===== src/ksjc_pkg.sv =====
// shared types and constants for the k-step minimum jump cost unit
// no dependencies; used by every module in src
package ksjc_pkg;

   localparam int MAX_JUMP    = 16;
   localparam int HEIGHT_W    = 16;
   localparam int COST_W      = 32;
   localparam int JUMP_W      = 5;
   localparam int FILL_W      = $clog2(MAX_JUMP + 1);
   localparam int CMP_W       = (FILL_W > JUMP_W) ? FILL_W : JUMP_W;
   localparam int TREE_LEVELS = (MAX_JUMP > 1) ? $clog2(MAX_JUMP) : 1;
   localparam int TREE_SIZE   = 1 << TREE_LEVELS;
   localparam int LVL_W       = $clog2(TREE_LEVELS + 1);

   localparam logic [COST_W-1:0] COST_TOP       = {COST_W{1'b1}};
   localparam logic [JUMP_W-1:0] MAX_JUMP_RESET = JUMP_W'(2);

   typedef struct packed {
      logic signed [HEIGHT_W-1:0] height;
      logic                       last_stone;
   } ksjc_req_type;

   typedef struct packed {
      logic [COST_W-1:0] reach_cost;
      logic              is_final;
   } ksjc_rsp_type;

   typedef struct packed {
      logic shift;
      logic clear;
   } ksjc_cell_ctrl_type;

   typedef struct packed {
      logic load;
      logic step;
   } ksjc_tree_ctrl_type;

   typedef enum logic [1:0] {
      ST_IDLE,
      ST_CAND,
      ST_REDUCE,
      ST_DONE
   } ksjc_state_type;

endpackage


===== src/ksjc_cell.sv =====
// one window cell: holds a stone height and its cost, shifts them to the next cell
// and offers the jump candidate for the current stone; uses ksjc_pkg
module ksjc_cell (
   input  logic                                clock,
   input  logic                                reset,
   input  ksjc_pkg::ksjc_cell_ctrl_type        ctrl,
   input  logic                                enable,
   input  logic signed [ksjc_pkg::HEIGHT_W-1:0] stone_height,
   input  logic signed [ksjc_pkg::HEIGHT_W-1:0] left_height,
   input  logic [ksjc_pkg::COST_W-1:0]         left_cost,
   output logic signed [ksjc_pkg::HEIGHT_W-1:0] height_out,
   output logic [ksjc_pkg::COST_W-1:0]         cost_out,
   output logic [ksjc_pkg::COST_W-1:0]         candidate
);

   logic signed [ksjc_pkg::HEIGHT_W-1:0] height_ff;
   logic [ksjc_pkg::COST_W-1:0]         cost_ff;
   logic signed [ksjc_pkg::HEIGHT_W:0]   diff;
   logic [ksjc_pkg::HEIGHT_W-1:0]       jump_cost;
   logic [ksjc_pkg::COST_W:0]           sum;

   always_ff @(posedge clock) begin
      if (reset || ctrl.clear) begin
         height_ff <= '0;
         cost_ff   <= '0;
      end else if (ctrl.shift) begin
         height_ff <= left_height;
         cost_ff   <= left_cost;
      end
   end

   // distance fits the height width as unsigned
   always_comb begin
      diff = {stone_height[ksjc_pkg::HEIGHT_W-1], stone_height}
           - {height_ff[ksjc_pkg::HEIGHT_W-1], height_ff};
      jump_cost = diff[ksjc_pkg::HEIGHT_W] ? ksjc_pkg::HEIGHT_W'(-diff)
                                           : diff[ksjc_pkg::HEIGHT_W-1:0];
      sum  = {1'b0, cost_ff}
           + {{(ksjc_pkg::COST_W + 1 - ksjc_pkg::HEIGHT_W){1'b0}}, jump_cost};
      if (!enable || sum[ksjc_pkg::COST_W]) begin
         candidate = ksjc_pkg::COST_TOP;
      end else begin
         candidate = sum[ksjc_pkg::COST_W-1:0];
      end
   end

   assign height_out = height_ff;
   assign cost_out   = cost_ff;

endmodule


===== src/ksjc_min_tree.sv =====
// iterative minimum over the cell candidates, halving the set each cycle in which ctrl.step is set
// uses ksjc_pkg
module ksjc_min_tree (
   input  logic                                             clock,
   input  ksjc_pkg::ksjc_tree_ctrl_type                     ctrl,
   input  logic [ksjc_pkg::MAX_JUMP-1:0][ksjc_pkg::COST_W-1:0] cand,
   output logic [ksjc_pkg::COST_W-1:0]                      min_cost
);

   logic [ksjc_pkg::COST_W-1:0] red_ff [ksjc_pkg::TREE_SIZE];
   logic [ksjc_pkg::COST_W-1:0] red_in [ksjc_pkg::TREE_SIZE];

   always_comb begin
      for (int i = 0; i < ksjc_pkg::TREE_SIZE; i++) begin
         red_in[i] = ksjc_pkg::COST_TOP;
      end
      if (ctrl.load) begin
         for (int i = 0; i < ksjc_pkg::MAX_JUMP; i++) begin
            red_in[i] = cand[i];
         end
      end else begin
         // pairwise minimum, result packed into the lower half
         for (int i = 0; i < ksjc_pkg::TREE_SIZE / 2; i++) begin
            red_in[i] = (red_ff[2*i+1] < red_ff[2*i]) ? red_ff[2*i+1] : red_ff[2*i];
         end
      end
   end

   always_ff @(posedge clock) begin
      if (ctrl.load || ctrl.step) begin
         for (int i = 0; i < ksjc_pkg::TREE_SIZE; i++) begin
            red_ff[i] <= red_in[i];
         end
      end
   end

   assign min_cost = red_ff[0];

endmodule


===== src/k_step_min_jump_cost_unit.sv =====
// top level of the k-step minimum jump cost unit: control, config register, output word
// depends on ksjc_pkg, ksjc_cell and ksjc_min_tree
//
//   port group   dir   handshake            word
//   req_         in    req_valid/req_stall  ksjc_req_type (height, last_stone)
//   rsp_         out   rsp_valid/rsp_stall  ksjc_rsp_type (reach_cost, is_final)
//   csr_         in    csr_write_enable     max_jump, 5 bits
//
// each stone passes through latch, candidate load, one step per level of the min
// reduction, then the window shift.
// the next stone needs the cost just found, so one stone is in flight at a time.
// reset is synchronous: windows and fill clear, max_jump returns to 2.
// a stalled result holds in the output register; a new stone is taken meanwhile
// and waits in the final step until the output register frees.
module k_step_min_jump_cost_unit (
   input  logic                          clock,
   input  logic                          reset,
   input  logic                          req_valid,
   output logic                          req_stall,
   input  ksjc_pkg::ksjc_req_type        req_data,
   output logic                          rsp_valid,
   input  logic                          rsp_stall,
   output ksjc_pkg::ksjc_rsp_type        rsp_data,
   input  logic                          csr_write_enable,
   input  logic [ksjc_pkg::JUMP_W-1:0]   csr_write_data
);

   ksjc_pkg::ksjc_state_type state_ff, state_in;
   logic [ksjc_pkg::LVL_W-1:0]   level_ff, level_in;
   logic [ksjc_pkg::JUMP_W-1:0]  max_jump_ff;
   logic [ksjc_pkg::FILL_W-1:0]  fill_ff;
   ksjc_pkg::ksjc_req_type       stone_ff;
   logic                         rsp_valid_ff;
   ksjc_pkg::ksjc_rsp_type       rsp_data_ff;

   ksjc_pkg::ksjc_cell_ctrl_type cell_ctrl;
   ksjc_pkg::ksjc_tree_ctrl_type tree_ctrl;
   logic                         accept;
   logic                         out_free;
   logic                         finish;
   logic [ksjc_pkg::CMP_W-1:0]   eff_jump;
   logic [ksjc_pkg::CMP_W-1:0]   fill_ext;
   logic [ksjc_pkg::CMP_W-1:0]   limit;
   logic [ksjc_pkg::COST_W-1:0]  min_cost;
   logic [ksjc_pkg::COST_W-1:0]  new_cost;

   logic signed [ksjc_pkg::HEIGHT_W-1:0] chain_height [ksjc_pkg::MAX_JUMP+1];
   logic [ksjc_pkg::COST_W-1:0]         chain_cost   [ksjc_pkg::MAX_JUMP+1];
   logic [ksjc_pkg::MAX_JUMP-1:0][ksjc_pkg::COST_W-1:0] cand;

   assign accept   = req_valid && !req_stall;
   assign out_free = !rsp_valid_ff || !rsp_stall;

   // jump limit: zero acts as one, clipped to the window, then to the fill
   always_comb begin
      eff_jump = ksjc_pkg::CMP_W'(max_jump_ff);
      if (max_jump_ff == '0) begin
         eff_jump = ksjc_pkg::CMP_W'(1);
      end else if (ksjc_pkg::CMP_W'(max_jump_ff) > ksjc_pkg::CMP_W'(ksjc_pkg::MAX_JUMP)) begin
         eff_jump = ksjc_pkg::CMP_W'(ksjc_pkg::MAX_JUMP);
      end
      fill_ext = ksjc_pkg::CMP_W'(fill_ff);
      limit    = (fill_ext < eff_jump) ? fill_ext : eff_jump;
   end

   // first stone of a set has no predecessor
   assign new_cost = (fill_ff == '0) ? '0 : min_cost;

   assign chain_height[0] = stone_ff.height;
   assign chain_cost[0]   = new_cost;

   for (genvar j = 0; j < ksjc_pkg::MAX_JUMP; j++) begin : g_cell
      ksjc_cell u_cell (
         .clock        (clock),
         .reset        (reset),
         .ctrl         (cell_ctrl),
         .enable       (ksjc_pkg::CMP_W'(j) < limit),
         .stone_height (stone_ff.height),
         .left_height  (chain_height[j]),
         .left_cost    (chain_cost[j]),
         .height_out   (chain_height[j+1]),
         .cost_out     (chain_cost[j+1]),
         .candidate    (cand[j])
      );
   end

   ksjc_min_tree u_min_tree (
      .clock    (clock),
      .ctrl     (tree_ctrl),
      .cand     (cand),
      .min_cost (min_cost)
   );

   always_comb begin
      state_in        = state_ff;
      level_in        = level_ff;
      req_stall       = 1'b1;
      tree_ctrl.load  = 1'b0;
      tree_ctrl.step  = 1'b0;
      finish          = 1'b0;
      case (state_ff)
         ksjc_pkg::ST_IDLE: begin
            req_stall = 1'b0;
            if (req_valid) begin
               state_in = ksjc_pkg::ST_CAND;
            end
         end
         ksjc_pkg::ST_CAND: begin
            tree_ctrl.load = 1'b1;
            level_in       = '0;
            state_in       = ksjc_pkg::ST_REDUCE;
         end
         ksjc_pkg::ST_REDUCE: begin
            tree_ctrl.step = 1'b1;
            level_in       = level_ff + 1'b1;
            if (level_ff == ksjc_pkg::LVL_W'(ksjc_pkg::TREE_LEVELS - 1)) begin
               state_in = ksjc_pkg::ST_DONE;
            end
         end
         ksjc_pkg::ST_DONE: begin
            if (out_free) begin
               finish   = 1'b1;
               state_in = ksjc_pkg::ST_IDLE;
            end
         end
         default: begin
            state_in = ksjc_pkg::ST_IDLE;
         end
      endcase
      cell_ctrl.shift = finish;
      cell_ctrl.clear = finish && stone_ff.last_stone;
   end

   always_ff @(posedge clock) begin
      if (reset) begin
         state_ff <= ksjc_pkg::ST_IDLE;
      end else begin
         state_ff <= state_in;
      end
   end

   always_ff @(posedge clock) begin
      level_ff <= level_in;
      if (accept) begin
         stone_ff <= req_data;
      end
      if (finish) begin
         rsp_data_ff.reach_cost <= new_cost;
         rsp_data_ff.is_final   <= stone_ff.last_stone;
      end
   end

   always_ff @(posedge clock) begin
      if (reset) begin
         max_jump_ff  <= ksjc_pkg::MAX_JUMP_RESET;
         fill_ff      <= '0;
         rsp_valid_ff <= 1'b0;
      end else begin
         if (csr_write_enable) begin
            max_jump_ff <= csr_write_data;
         end
         if (finish) begin
            if (stone_ff.last_stone) begin
               fill_ff <= '0;
            end else if (fill_ff != ksjc_pkg::FILL_W'(ksjc_pkg::MAX_JUMP)) begin
               fill_ff <= fill_ff + 1'b1;
            end
         end
         if (finish) begin
            rsp_valid_ff <= 1'b1;
         end else if (!rsp_stall) begin
            rsp_valid_ff <= 1'b0;
         end
      end
   end

   assign rsp_valid = rsp_valid_ff;
   assign rsp_data  = rsp_data_ff;

endmodule

===== config.mk =====
export PLATFORM = sky130hd
export DESIGN_NAME = k_step_min_jump_cost_unit
export DESIGN_NICKNAME = d
export VERILOG_FILES = /design/src/ksjc_pkg.sv /design/src/ksjc_cell.sv /design/src/ksjc_min_tree.sv /design/src/k_step_min_jump_cost_unit.sv
export SDC_FILE = /design/constraint.sdc
export NUM_CORES = 2
export LEC_CHECK = 0
export BUFFER_PORTS_ARGS = -buffer_cell sky130_fd_sc_hd__clkbuf_2
export CORE_UTILIZATION = 50
export DETAILED_ROUTE_END_ITERATION = 10
export PLACE_DENSITY = 0.77
export SLEW_MARGIN = 40
export SYNTH_ARGS = -nofsm -noshare
export SYNTH_HDL_FRONTEND = slang
export SYNTH_SLANG_ARGS = --single-unit
export TNS_END_PERCENT = 100

===== constraint.sdc =====
create_clock -name clock -period 14.8 [get_ports clock]
set_input_delay 2.96 -clock clock [delete_from_list [all_inputs] [get_ports clock]]
set_output_delay 2.96 -clock clock [all_outputs]
set_load 0.01 [all_outputs]

==> flow_metrics.env <==
export IMPL_outcome="finished, violations left"
export IMPL_violations="design-rule violations"
export IMPL_coreArea_um2=176500
export IMPL_grt_pass1_wl_mm=425.2
export IMPL_drive_above_1_share=0.04927
export IMPL_wl_per_cell_um=21.47
export IMPL_fin_crit_ps=8256
export IMPL_synth_seq_area_share=0.3663
export IMPL_r2r_start="chain_height[256]$_DFFE_PP_"
export IMPL_ys_warn_count=0
export IMPL_cp_slowest_cell="a211oi_1"
export IMPL_ant_nets=0
export IMPL_areaGrowthSynthToFinish_pct=9.289
export IMPL_endpoint_kind="flip-flop"
export IMPL_synth_top_area_cell="edfxtp_1"
export IMPL_critical_path_max_fanout=32
export IMPL_cts_hold_buf=0
export IMPL_fin_setup_tns_ps=0
export IMPL_crit_required_ps=15320
export IMPL_num_vias=77680
export IMPL_maxCapViolCount=0
export IMPL_postCtsResizedCells=0
export IMPL_grt_total_usage=0.3024
export IMPL_maxSlewHeadroom=0.3227
export IMPL_vdd_ir_drop_worst_uv=124.5
export IMPL_die_area_um2=179700
export IMPL_htreeDepth=4
export IMPL_ios=62
export IMPL_cts_setup_buffers=0
export IMPL_final_cell_count_no_fill=13000
export IMPL_hold_viol=0
export IMPL_insertion_delay_ps=820
export IMPL_drt_total_wl_mm=279.1
export IMPL_cp_startpoint="chain_height[256]$_DFFE_PP_"
export IMPL_p_leak_uw=0.03646
export IMPL_synth_edff_count=565
export IMPL_yosys_most_used_dff="dfxtp_1"
export IMPL_arrival_ps=8780
export IMPL_mappedNetlistArea_um2=89010
export IMPL_grt_start_max_net_pins=206
export IMPL_worstRegToRegCells=26
export IMPL_fin_crit_sh=0.5579
export IMPL_cts_tree="built"
export IMPL_syn_inst=10630
export IMPL_timing_rr_end="u_min_tree.red_ff[3][9]$_DFFE_PP_"
export IMPL_rows=154
export IMPL_grt_pass1_vias=73450
export IMPL_critPathKind="reg2reg"
export IMPL_cts_inserted_buffers=151
export IMPL_antenna_found_initial=4
export IMPL_finalNetCount=11390
export IMPL_rsz0062_at_grt="false"
export IMPL_dieHeight_um=423.9
export IMPL_skew_ps=45.89
export IMPL_syn_area_per_cell_um2=8.376
export IMPL_setup_viol=0
export IMPL_multi_input_area_um2=52500
export IMPL_clk_path_buf_depth=3
export IMPL_placed_cells=12710
export IMPL_netlist_area_leader_share=0.1906
export IMPL_max_freq_mhz=121.1
export IMPL_regArea_um2=32600
export IMPL_ys_top_cells_by_area="edfxtp_1 (19%), dfxtp_1 (18%), ha_1 (11%), nand2_1 (8.8%), a21oi_1 (7.0%)"
export IMPL_worstHoldPathCells=2
export IMPL_fp_dieW_um=423.9
export IMPL_p_per_area_nw_per_um2=144.5
export IMPL_fillers=15680
export IMPL_path_clk_slew_ps=70
export IMPL_dr_pass1_iters=9
export IMPL_ys_async_sr_fraction=0
export IMPL_clock_sinks=1346
export IMPL_reg2reg_slack_ps=6540
export IMPL_start_kind="flip-flop"
export IMPL_endpoint="u_min_tree.red_ff[3][9]$_DFFE_PP_"
export IMPL_drtIter0Drc=7964
export IMPL_io_buffers=61
export IMPL_place_congestion=0.9700
export IMPL_ys_ff_latch=1346
export IMPL_dpl_hpwl_mm=212.1
export IMPL_hold_path_class="reg2reg"
export IMPL_syn_nets=11490
export IMPL_worstMarginPinSlew_ps=1016
export IMPL_avgViaCountPerCell=5.976
export IMPL_slew_violations=0
export IMPL_synth_cell_type_count=90
export IMPL_globalRoute_totalOverflow=0
export IMPL_cts_root_buf="clkbuf_16"
export IMPL_slowest_delay_ps=870
export IMPL_drc_errors=4
export IMPL_initial_core_util=0.5043
cells by family (layout without fill, tap and decap cells):
family,after synthesis,after routing,share of synthesized area
compound gates,2618,2618,0.1804
xor+xnor,784,784,0.07730
fa+ha+maj,837,837,0.1204
buf+inv,1123,1152,0.04756
flops,1346,1346,0.3663
mux,232,232,0.02629
other cells,0,3,0
simple gates,3687,3687,0.1818
worst min path at each step:
stage | startpoint | endpoint | slack [ps]
2_1_floorplan | g_cell[15].u_cell.height_out[10]$_SDFFE_PP0P_ | g_cell[15].u_cell.height_out[10]$_SDFFE_PP0P_ | 440
3_3_place_gp | g_cell[15].u_cell.height_out[11]$_SDFFE_PP0P_ | g_cell[15].u_cell.height_out[11]$_SDFFE_PP0P_ | 440
3_5_place_dp | g_cell[15].u_cell.height_out[5]$_SDFFE_PP0P_ | g_cell[15].u_cell.height_out[5]$_SDFFE_PP0P_ | 450
4_1_cts | g_cell[7].u_cell.height_out[2]$_SDFFE_PP0P_ | g_cell[8].u_cell.height_out[2]$_SDFFE_PP0P_ | 450
5_1_grt | g_cell[15].u_cell.height_out[13]$_SDFFE_PP0P_ | g_cell[15].u_cell.height_out[13]$_SDFFE_PP0P_ | 480
6_report | g_cell[0].u_cell.height_out[15]$_SDFFE_PP0P_ | g_cell[1].u_cell.height_out[15]$_SDFFE_PP0P_ | 450
placed cells by master, fill, tap and decap left out, types with 21 or more instances in the layout:
master,count
nand2_1,2090
a21oi_1,1237
ha_1,803
dfxtp_1,781
inv_1,711
nor2_1,567
edfxtp_1,565
xnor2_1,443
xor2_1,340
o21ai_0,317
mux2i_1,217
a21o_1,206
nor3_1,183
nand3_1,165
clkbuf_16,161
a22oi_1,142
nor2b_1,123
and3_1,123
nand2b_1,104
o21a_1,95
nand4_1,86
a31oi_1,74
buf_4,66
clkbuf_2,62
o21bai_1,59
a211oi_1,55
o31ai_1,49
or3_1,45
and2_1,39
a221oi_1,35
o211ai_1,34
nor4_1,32
fa_1,32
or2_2,31
clkbuf_1,30
a2bb2oi_1,27
a21boi_0,24
clkinv_2,23
o31a_1,21
state kept, by name (all words and copies together), names as in the netlist:
register                  flops
g_cell.u_cell.cost_out      512
u_min_tree.red_ff           512
g_cell.u_cell.height_out    256
rsp_data                     33
chain_height                 16
fill_ext                      5
max_jump_ff                   5
level_ff                      3
state_ff                      2
rsp_valid                     1
stone_ff                      1
where the power goes:
group          internal, µW  switching [µW]  total [µW]
registers              4350             105        4460
clock network          2300            1700        4000
logic                  1880            3720        5600
worst max-delay path, delay by kind of cell, from the launching register on:
family                   cells  cell delay [ps]
AO/OA/AOI/OAI               15             4530
XOR/XNOR                     1              150
flip-flops                   1              340
AND/OR/NAND/NOR              4              780
buffers and inverters        3             1140
adder cells (fa/ha/maj)      3              980
synth_stat cells, types with 59 or more instances:
library cell	count
clkbuf_1	383
nand2b_1	104
a21oi_1	1242
o21bai_1	59
and3_1	123
o21ai_0	323
nand4_1	86
a21o_1	207
nor2b_1	123
a31oi_1	83
dfxtp_1	781
ha_1	805
edfxtp_1	565
o21a_1	95
nor2_1	568
xor2_1	340
nor3_1	184
a22oi_1	142
nand2_1	2091
nand3_1	165
inv_1	712
xnor2_1	443
mux2i_1	218
layer usage:
layer | share of wire | vias to the layer above | wire length, µm | track usage
met5 | 0 | - | 0 | 0
met4 | 0.056 | 0 | 15660 | 0.1496
met3 | 0.072 | 681 | 20060 | 0.03982
met2 | 0.46 | 2903 | 127700 | 0.4956
met1 | 0.41 | 37150 | 115700 | 0.3911
li1 | - | 36950 | - | -
area by class of cell:
class	count	area share
clock buffer	205	0.04447
clock inverter	78	0.009853
sequential	1346	0.3351
inverter	713	0.02764
tap	2340	0.03010
antenna	3	0.00007717
multi-input combinational	8158	0.5397
timing repair buffer	156	0.01306
through the flow:
stage | total power, µW | setup WS [ps] | utilization | instance area, µm² | hold WS (ps)
finish | 14050 | 6544 | 0.5511 | 97280 | 454.5
global route | 14700 | 6224 | 0.5511 | 97270 | 476.0
CTS | 13980 | 6746 | 0.5500 | 97080 | 453.5
detailed placement | 9986 | 6812 | 0.5201 | 91800 | 448.5
global placement | 9819 | 6812 | 0.5189 | 91580 | 442.2
floorplan | 9536 | 944.7 | - | 89010 | 436.3
Power figures use the tool's default switching activity.
